===== src/rbf_pkg.sv =====
package rbf_pkg;

    localparam int FUNC_W = 2;
    localparam int VAL_W  = 32;
    localparam int POS_W  = 8;
    localparam int CAP_W  = 9;
    localparam int STAT_W = 3;

    localparam logic [CAP_W-1:0] CAP_RESET = 9'd256;

    localparam logic [FUNC_W-1:0] FUNC_PUSH_OVR  = 2'd0;
    localparam logic [FUNC_W-1:0] FUNC_PUSH_DROP = 2'd1;
    localparam logic [FUNC_W-1:0] FUNC_SHIFT     = 2'd2;
    localparam logic [FUNC_W-1:0] FUNC_PEEK      = 2'd3;

    localparam logic [STAT_W-1:0] ST_OK        = 3'd0;
    localparam logic [STAT_W-1:0] ST_DROPPED   = 3'd1;
    localparam logic [STAT_W-1:0] ST_OVERWRITE = 3'd2;
    localparam logic [STAT_W-1:0] ST_EMPTY     = 3'd3;
    localparam logic [STAT_W-1:0] ST_RANGE     = 3'd4;

    typedef struct packed {
        logic clear_wr;
        logic exec;
        logic load_out;
    } t_ctrl_cmd;

    typedef struct packed {
        logic clear_last;
    } t_ctrl_stat;

    // a + b modulo cap, with a < cap and b <= cap
    function automatic logic [CAP_W-1:0] ring_add(
        input logic [CAP_W-1:0] a,
        input logic [CAP_W-1:0] b,
        input logic [CAP_W-1:0] cap
    );
        logic [CAP_W:0] s;
        s = {1'b0, a} + {1'b0, b};
        if (s >= {1'b0, cap}) begin
            s = s - {1'b0, cap};
        end
        if (s >= {1'b0, cap}) begin
            s = '0;
        end
        return s[CAP_W-1:0];
    endfunction

endpackage


===== src/rbf_ctrl.sv =====
module rbf_ctrl (
    input  logic                i_clk,
    input  logic                i_rst_n,
    input  logic                i_in_valid,
    output logic                o_in_stall,
    output logic                o_out_valid,
    input  logic                i_out_stall,
    input  rbf_pkg::t_ctrl_stat i_stat,
    output rbf_pkg::t_ctrl_cmd  o_cmd
);

    typedef enum logic [1:0] {
        S_CLEAR,
        S_IDLE,
        S_READ
    } t_state;

    t_state r_state;
    logic   r_out_valid;

    assign o_in_stall  = (r_state != S_IDLE);
    assign o_out_valid = r_out_valid;

    always_comb begin
        o_cmd          = '0;
        o_cmd.clear_wr = (r_state == S_CLEAR);
        o_cmd.exec     = (r_state == S_IDLE) && i_in_valid;
        o_cmd.load_out = (r_state == S_READ) && (!r_out_valid || !i_out_stall);
    end

    always_ff @(posedge i_clk) begin
        if (!i_rst_n) begin
            r_state     <= S_CLEAR;
            r_out_valid <= 1'b0;
        end else begin
            priority if (o_cmd.load_out) begin
                r_out_valid <= 1'b1;
            end else if (r_out_valid && !i_out_stall) begin
                r_out_valid <= 1'b0;
            end else begin
                r_out_valid <= r_out_valid;
            end
            unique case (r_state)
                S_CLEAR: begin
                    if (i_stat.clear_last) begin
                        r_state <= S_IDLE;
                    end
                end
                S_IDLE: begin
                    if (o_cmd.exec) begin
                        r_state <= S_READ;
                    end
                end
                S_READ: begin
                    if (o_cmd.load_out) begin
                        r_state <= S_IDLE;
                    end
                end
                default: begin
                    r_state <= S_CLEAR;
                end
            endcase
        end
    end

endmodule


===== config.mk =====
export PLATFORM = sky130hd
export DESIGN_NAME = rbf_ctrl
export DESIGN_NICKNAME = d
export VERILOG_FILES = /design/src/rbf_pkg.sv /design/src/rbf_ctrl.sv
export SDC_FILE = /design/constraint.sdc
export NUM_CORES = 1
export LEC_CHECK = 0
export BUFFER_PORTS_ARGS = -buffer_cell sky130_fd_sc_hd__buf_2
export CORE_AREA = 2 2 39 41
export DETAILED_ROUTE_END_ITERATION = 10
export DIE_AREA = 0 0 41 43
export PLACE_DENSITY = 0.36
export SYNTH_ARGS = -nofsm -noshare
export SYNTH_HDL_FRONTEND = slang
export SYNTH_SLANG_ARGS = --single-unit

===== constraint.sdc =====
create_clock -name i_clk -period 0.9 [get_ports i_clk]
set_clock_uncertainty 0.05 [all_clocks]
set_input_delay 0.18 -clock i_clk [delete_from_list [all_inputs] [get_ports i_clk]]
set_output_delay 0.18 -clock i_clk [all_outputs]
set_load 0.05 [all_outputs]

==> impl_metrics.csv, run 1 <==
group,metric,value,unit
pwr,irDropWorstVdd,0.599,mV
final_layout,layout.nets,42,
final_layout,drive_gt1_share,80.6,%
synth,synth_fp_nets,22,
worst_setup_path,ff2ff_setup_slack,-150,ps
synth,synth_fa_ha_area_share,0,%
final_layout,seqCellArea,68.8,µm²
global_route,antenna_found_initial,0,
global_route,met3_usage,1.57,%
final_layout,n_fill_cell,156,
detailed_routing,vias,197,
global_route,overflow,0,
clock_network,clk_pin_slew_worst_paths,40,ps
hold_path,worstHoldStart,"i_rst_n",
worst_setup_path,critical_path_class,"reg -> out",
place,place_area,264,µm²
hold_path,hold_path.class,"in -> reg",
synth,yosysTopAreaCell,"dfxtp_1",
synth,synth_seq_cells,3,
global_route,grt_max_degree,4,
sta,rsz0062_at_grt,"true",
floorplan,dieArea,0.00176,mm²
synth,ys_types,11,
detailed_routing,drc,0,
final_layout,instances_no_fill,52,
detailed_routing,drtIter0Drc,0,
worst_setup_path,end_kind,"output pin",
sta,worst_pin_slew,134,ps
synth,netlist_area,150,µm²
final_layout,finalInstanceArea,395,µm²
status,outcome,"finished, violations left",
floorplan,pin_count,10,
floorplan,die_h,43,µm
worst_setup_path,worstPathMaxFanout,3,
final_layout,multiInputGateArea,133,µm²
synth,synth_top_family_by_area,"simple AND/OR/NAND/NOR gates",
worst_setup_path,startpoint_type,"flop",
detailed_routing,viasPerCell,3.79,
detailed_routing,antenna_left,0,
synth,synth_top_cells_by_count,"dfxtp_1 (3), nand2b_1 (3), nor2_1 (2), o21a_1 (2)",
hold_path,hold-path-cell-count,2,
synth,synth_top_cell_area_share,40.0,%
worst_setup_path,worstReg2RegStart,"r_state[0]",
place,globalplace.congestion,0.578,
synth,postSynth.asyncResetShare,0,%
detailed_routing,firstDrtPassIters,1,
synth,synth-seq-area-share,40.0,%
sta,period_share,138,%
synth,synth_edf_count,0,
global_route,grt_usage,6.02,%
clock_network,cts_made_buffers,3,
global_route,first_global_vias,177,
sta,fin_crit,1240,ps
final_layout,area_growth,163,%
synth,synthXorXnorAreaFrac,0,%
worst_setup_path,rr_worst_depth,5,
synth,synthFlopType,"dfxtp_1",
hold_path,hold_end,"r_state[1]",
clock_network,ctsHtreeMaxLevel,1,
worst_setup_path,slowest_stage,"dfxtp_2",
pwr,p_leak,0.000165,µW
detailed_routing,wl_per_cell,9.33,µm
worst_setup_path,max_stage_delay,330,ps
floorplan,core_area,0.00138,mm²
run,drv_cap,0,
place,dpl_worst_slack,-201,ps
global_route,grt-busiest-layer,"met2",
pwr,power,575,µW
sta,hold_violations,0,
clock_network,cts.sinks,3,
synth,synth_area_leaders,"dfxtp_1 (40%), nand2b_1 (13%), o21a_1 (10%)",
place,place_inst,45,
synth,yosys_warnings,0,
clock_network,cts_tree,"built",
global_route,use_met1,6.11,%
global_route,use_met2,8.13,%
floorplan,rows,14,
worst_setup_path,cp_cell_sequence,"nand2b_4 -> a21oi_4 -> buf_6",
status,violations,"setup timing",
place,port-buffer-count,9,
clock_network,holdBufCountCts,0,
clock_network,root_buffer,"clkbuf_4",
sta,final-max-slew-violation-count,0,
clock_network,cts.path.max_buffers,2,
sta,slew_headroom,91.1,%
pwr,power-per-cell-area,1450,mW/mm²
floorplan,initial_utilization,10.8,%
synth,synth_cells,17,
global_route,grt_pass1_wl,655,µm
synth,synth_compound_gate_area_share,24.2,%
detailed_routing,drt-total-wl,485,µm
sta,setup_violations,8,
sta,setup_slack,-344,ps
worst_setup_path,crit_required,670,ps
worst_setup_path,crit_arrival,1010,ps
floorplan,die_x,41,µm
synth,synthSimpleGateAreaFrac,33.3,%
synth,synthMuxAreaShare,0,%
sta,fmax,0.804,GHz
final_layout,antenna_cells,0,
worst_setup_path,reg2reg_to,"r_state[1]",
synth,syn_area_per_cell,8.83,µm²
clock_network,insertion_delay,240,ps
-- how the worst max path moves through the flow --
stage	from	end	depth (start not counted)
after floorplan	r_state[1]	r_state[1]	3
after global placement	r_state[0]	o_cmd[0]	3
after detailed placement	r_state[0]	o_cmd[0]	3
after CTS	r_state[0]	o_cmd[0]	3
after global routing	r_state[0]	o_cmd[0]	3
final	r_state[0]	o_cmd[0]	3
-- per-layer routing --
layer / vias to the layer above / wire, µm / part of all wire (%)
met5: - / 0 / 0
li1: 93 / - / -
met1: 90 / 165 / 34
met2: 12 / 248 / 51
met3: 2 / 53 / 11
met4: 0 / 18 / 3.7
-- where the power goes --
part           switching, µW  leakage, µW  total, µW  internal, µW
Combinational           95.0     0.000124        183          87.7
Clock                   78.2    0.0000150        245           167
Sequential              9.68    0.0000264        147           138
-- registers in the layout, summed over array words and instances, names as in the netlist --
register and count:
o_out_valid 1, r_state 2
-- layout by cell type, fill, tap and decap left out --
master,instances
a21oi_2,1
dfxtp_2,1
buf_8,3
a21boi_1,1
nand2b_4,3
clkbuf_1,1
buf_2,4
nand2b_1,1
nand2_1,1
buf_6,5
o21a_1,2
dfxtp_4,2
buf_4,3
nor2_4,3
inv_1,1
clkbuf_4,3
a21oi_4,1
-- repair_timing --
| action | 4_1_cts | 5_1_grt |
|---|---|---|
| endpoints found under the setup margin | 7 | 7 |
| gates resized for setup | 19 | 6 |
| gates cloned | 0 | 0 |
| pin swaps | 3 | 4 |
| endpoints found under the hold margin | 0 | 0 |
| buffers inserted | 4 | 3 |
-- logic make-up after synthesis --
group,after synthesis
DFF,3
buffers and inverters,1
and+or+nand+nor,8
AOI/OAI and AO/OA,5
-- worst max-delay path: cells and delay by family (launching register included) --
family / cells / cell delay [ps]
and+or+nand+nor: 1 / 150
DFF: 1 / 330
AOI/OAI and AO/OA: 1 / 120
buffers and inverters: 1 / 170
-- cell type report --
| type | count | area share, % |
|---|---|---|
| Inverter | 1 | 0.949 |
| Tap cell | 16 | 5.06 |
| Clock buffer | 4 | 6.65 |
| Timing Repair Buffer | 15 | 36.4 |
| Multi-Input combinational cell | 13 | 33.5 |
| Sequential cell | 3 | 17.4 |
-- metrics by stage --
step,utilization [%],setup TNS (ps),hold slack (ps)
floorplan,-,-852,248
finish,28.6,-1610,119
CTS,27.2,-1590,121
global placement,19.1,-665,356
global route,28.6,-1830,137
detailed placement,19.1,-771,368
Note: power is estimated with default switching activity, not from simulation.
==> run 2, diff against run 1 <==
--- a/config.mk
+++ b/config.mk
@@ -9,7 +9,7 @@
 export CORE_AREA = 2 2 39 41
 export DETAILED_ROUTE_END_ITERATION = 10
 export DIE_AREA = 0 0 41 43
-export PLACE_DENSITY = 0.36
+export PLACE_DENSITY = 0.3
 export SYNTH_ARGS = -nofsm -noshare
 export SYNTH_HDL_FRONTEND = slang
 export SYNTH_SLANG_ARGS = --single-unit
==> constraint.sdc (replaced) <==
create_clock -name i_clk -period 1.2 [get_ports i_clk]
set_clock_uncertainty 0.05 [all_clocks]
set_input_delay 0.24 -clock i_clk [delete_from_list [all_inputs] [get_ports i_clk]]
set_output_delay 0.24 -clock i_clk [all_outputs]
set_load 0.05 [all_outputs]
==> run 2 against run 1 <==
  * The run still ends with setup timing left
  * Die area stayed put
  * Hold slack gained 69 ps
  * Sequential share of layout area grew 1.6 points
  * Final cell count fell by 1.9%
  * Critical path type unchanged
==> impl_metrics.csv, run 2 (synthesis results as in run 1) <==
group,metric,value,unit
floorplan,die_h,43,µm
global_route,antenna_found_initial,0,
floorplan,core_area,0.00138,mm²
final_layout,antenna_cells,0,
detailed_routing,firstDrtPassIters,4,
detailed_routing,drtIter0Drc,1,
global_route,grt_max_degree,4,
worst_setup_path,crit_arrival,1010,ps
clock_network,cts_tree,"built",
floorplan,dieArea,0.00176,mm²
final_layout,layout.nets,41,
pwr,p_leak,0.000153,µW
worst_setup_path,worstPathMaxFanout,3,
pwr,irDropWorstVdd,0.334,mV
sta,rsz0062_at_grt,"true",
detailed_routing,antenna_left,0,
pwr,power,412,µW
detailed_routing,drc,0,
global_route,grt_pass1_wl,759,µm
final_layout,top_register,"r_state",
clock_network,ctsHtreeMaxLevel,1,
sta,slew_headroom,83.6,%
pwr,pwr-share-clk,43.1,%
clock_network,cts_made_buffers,3,
status,violations,"setup timing",
detailed_routing,drt-total-wl,390,µm
sta,setup_violations,3,
clock_network,cts.sinks,3,
place,port-buffer-count,9,
worst_setup_path,critical_path_class,"reg -> out",
clock_network,insertion_delay,230,ps
final_layout,largest_register_ffs,2,
worst_setup_path,crit_required,910,ps
sta,period_share,108,%
detailed_routing,vias,177,
global_route,grt_usage,7.42,%
sta,worst_pin_slew,247,ps
pwr,power_frac_comb,29.8,%
status,outcome,"finished, violations left",
hold_path,hold_path.class,"in -> reg",
final_layout,area_growth,133,%
floorplan,initial_utilization,10.8,%
run,drv_cap,0,
global_route,first_global_vias,204,
final_layout,drive_gt1_share,71.4,%
pwr,seqPwrFrac,27.0,%
pwr,switching_share,30.5,%
pwr,power-per-cell-area,1180,mW/mm²
worst_setup_path,startpoint_type,"flop",
sta,setup_tns,-208,ps
sta,setup_slack,-98.7,ps
detailed_routing,viasPerCell,3.47,
worst_setup_path,slowest_stage,"dfxtp_2",
final_layout,final_common_cell,"buf_2",
place,dpl_worst_slack,26.7,ps
worst_setup_path,max_stage_delay,330,ps
floorplan,die_x,41,µm
clock_network,clk_pin_slew_worst_paths,40,ps
place,globalplace.congestion,0.635,
final_layout,mostFrequentLayoutCells,"buf_2 (5), buf_4 (4), clkbuf_4 (3), buf_6 (3)",
floorplan,pin_count,10,
sta,holdWs,188,ps
pwr,p_int,286,µW
sta,final-max-slew-violation-count,0,
worst_setup_path,end_kind,"output pin",
sta,fin_crit,1300,ps
sta,hold_violations,0,
clock_network,root_buffer,"clkbuf_4",
global_route,overflow,0,
pwr,p_sw,126,µW
sta,fmax,0.770,GHz
clock_network,cts.path.max_buffers,2,
final_layout,fin_util,25.2,%
floorplan,rows,14,
detailed_routing,wl_per_cell,7.65,µm
worst_setup_path,cp_cell_sequence,"nand2b_4 -> a21oi_4 -> buf_6",
[run 2: changes by cell type in the layout (fill, tap and decap cells not counted), sizes merged]
cell  change
buf       -1
[run 2: final timing paths]
path	from	cells past startpoint	slack, ps	end
setup reg to reg	r_state[1]	4	200	r_state[1]
hold reg to reg	o_out_valid	2	460	o_out_valid
hold / removal	i_rst_n	2	190	r_state[0]
setup / recovery	r_state[0]	3	-100	o_cmd[0]
[run 2: cell type report]
class / instances / area, µm²
Tap cell: 16 / 20.0
Fill cell: 158 / 1030
Timing Repair Buffer: 14 / 119
Sequential cell: 3 / 66.3
Inverter: 1 / 3.75
Clock buffer: 4 / 26.3
Multi-Input combinational cell: 13 / 114
[run 2: stage by stage]
step,std cells,cell area [µm²]
after floorplan,17,174
after global placement,44,254
after detailed placement,44,254
after CTS,50,338
after global routing,51,349
final,51,349
[run 2: layer usage]
layer | global-route usage (%) | share of wire, %
met3 | 4.71 | 5.6
met1 | 5.45 | 27
met2 | 10.3 | 67
met4 | 10.0 | 0
met5 | 0 | 0
[run 2: what timing repair did]
item                                    4_1_cts  5_1_grt
endpoints found under the setup margin        4        4
gates resized for setup                      14        1
hold endpoints to repair                      0        0
pin swaps                                     1        0
hold buffers                                  0        0
buffers inserted                              2        1
[run 2: worst max-delay path, delay by kind of cell (launching register included)]
family | cells | cell delay [ps]
DFF | 1 | 330
buffers and inverters | 1 | 170
and+or+nand+nor | 1 | 150
AOI/OAI and AO/OA | 1 | 120
[run 2: power by group through the flow]
| stage | clock [µW] | sequential (µW) | combinational (µW) |
|---|---|---|---|
| after floorplan | 0 | 118 | 63.9 |
| after global placement | 0 | 114 | 96.2 |
| after detailed placement | 0 | 114 | 96.4 |
| after CTS | 188 | 112 | 121 |
| after global routing | 198 | 113 | 130 |
| final | 178 | 111 | 123 |
==> run 3, diff against run 2 <==
--- a/config.mk
+++ b/config.mk
@@ -5,11 +5,12 @@
 export SDC_FILE = /design/constraint.sdc
 export NUM_CORES = 1
 export LEC_CHECK = 0
-export BUFFER_PORTS_ARGS = -buffer_cell sky130_fd_sc_hd__buf_2
+export BUFFER_PORTS_ARGS = -buffer_cell sky130_fd_sc_hd__buf_4
 export CORE_AREA = 2 2 39 41
 export DETAILED_ROUTE_END_ITERATION = 10
 export DIE_AREA = 0 0 41 43
 export PLACE_DENSITY = 0.3
+export SKIP_LAST_GASP = 1
 export SYNTH_ARGS = -nofsm -noshare
 export SYNTH_HDL_FRONTEND = slang
 export SYNTH_SLANG_ARGS = --single-unit
==> run 3 against run 2 <==
  * The run still ends with setup timing left
  * Register-to-register slack hardly changed
  * Setup slack lost 15 ps
  * Utilization increased by 0.81 points
  * Critical endpoint unchanged
==> impl_metrics.csv, run 3 (synthesis results as in run 1) <==
group,metric,value,unit
final_layout,n_fill_cell,165,
detailed_routing,viasPerCell,3.43,
floorplan,pin_count,10,
global_route,grt-busiest-layer,"met2",
global_route,use_met1,4.15,%
sta,fmax,0.761,GHz
sta,hold_violations,0,
final_layout,instances_no_fill,51,
worst_setup_path,crit_required,910,ps
floorplan,rows,14,
run,drv_cap,0,
global_route,antenna_found_initial,0,
clock_network,ctsHtreeMaxLevel,1,
sta,setup_slack,-114,ps
worst_setup_path,startpoint_type,"flop",
place,place_inst,42,
sta,period_share,109,%
clock_network,cts.path.max_buffers,2,
final_layout,layout.nets,41,
hold_path,hold_path.class,"in -> reg",
global_route,grt_usage,5.71,%
sta,final-max-slew-violation-count,0,
worst_setup_path,critical_path_class,"reg -> out",
clock_network,insertion_delay,230,ps
floorplan,dieArea,0.00176,mm²
place,globalplace.congestion,0.609,
clock_network,cts_tree,"built",
worst_setup_path,cp_cell_sequence,"nand2b_4 -> a21oi_4 -> buf_6",
sta,setup_tns,-254,ps
worst_setup_path,max_stage_delay,350,ps
floorplan,core_area,0.00138,mm²
pwr,power,413,µW
sta,rsz0062_at_grt,"true",
detailed_routing,antenna_left,0,
detailed_routing,drtIter0Drc,0,
global_route,grt_max_degree,6,
clock_network,clk_pin_slew_worst_paths,40,ps
detailed_routing,vias,175,
place,port-buffer-count,9,
clock_network,cts_made_buffers,3,
final_layout,largest_register_ffs,2,
sta,holdWs,186,ps
clock_network,holdBufCountCts,0,
detailed_routing,drt-total-wl,385,µm
final_layout,drive_gt1_share,71.4,%
sta,setup_violations,3,
sta,slew_headroom,90.3,%
pwr,p_leak,0.000156,µW
global_route,first_global_vias,166,
final_layout,fin_util,26.0,%
status,violations,"setup timing",
global_route,overflow,0,
detailed_routing,drc,0,
floorplan,die_x,41,µm
pwr,power-per-cell-area,1150,mW/mm²
worst_setup_path,critical-path-top-delay-family,"flip-flops",
global_route,use_met2,8.13,%
status,outcome,"finished, violations left",
sta,worst_pin_slew,146,ps
global_route,met3_usage,3.14,%
sta,fin_crit,1310,ps
clock_network,cts.sinks,3,
final_layout,antenna_cells,0,
clock_network,root_buffer,"clkbuf_4",
floorplan,die_h,43,µm
worst_setup_path,worstPathMaxFanout,5,
detailed_routing,firstDrtPassIters,1,
global_route,grt_pass1_wl,593,µm
final_layout,final_common_cell,"buf_4",
worst_setup_path,critPathBufInv,1,
final_layout,area_growth,140,%
detailed_routing,wl_per_cell,7.55,µm
worst_setup_path,crit_arrival,1020,ps
worst_setup_path,end_kind,"output pin",
pwr,irDropWorstVdd,0.407,mV
worst_setup_path,slowest_stage,"dfxtp_4",
floorplan,initial_utilization,10.8,%
final_layout,mostFrequentLayoutCells,"buf_4 (10), clkbuf_4 (3)",
final_layout,top_register,"r_state",
## run 3: report_power, final
part | switching [µW] | leakage, µW | internal (µW)
Combinational | 64.9 | 0.000114 | 62.3
Clock | 48.9 | 0.0000150 | 124
Sequential | 7.75 | 0.0000264 | 105
## run 3: per-stage QoR
step           instance area (µm²)  setup WS [ps]
2_1_floorplan                  174           4.07
5_1_grt                        360           -159
3_5_place_dp                   262           41.0
6_report                       360           -114
3_3_place_gp                   262           43.8
4_1_cts                        349           -132
## run 3: final timing paths
kind                     from          end  slack, ps  cells after the start
setup reg to reg   r_state[1]   r_state[1]        200                      4
hold reg to reg   o_out_valid  o_out_valid        460                      2
hold / removal        i_rst_n   r_state[1]        190                      2
setup / recovery   r_state[0]     o_cmd[0]       -110                      3
## run 3: what timing repair did
action                     CTS  global route
hold endpoints to repair     0             0
resized for setup           10             1
setup endpoints to repair    4             4
setup buffers                4             1
pin swaps                    1             1
## run 3: per-layer routing
metal	up-vias	part of all wire, %	wire length, µm
li1	91	-	-
met1	82	33	127
met2	2	63	242
met3	0	3.6	14
met4	0	0	0
met5	-	0	0
## run 3: final cells by class
class / instances / area, µm² / share of cell area, %
well taps: 16 / 20.0 / 5.56
clock buffers: 4 / 26.3 / 7.29
multi-input cells: 13 / 114 / 31.6
repair buffers: 14 / 128 / 35.4
flip-flops and latches: 3 / 68.8 / 19.1
inverters: 1 / 3.75 / 1.04
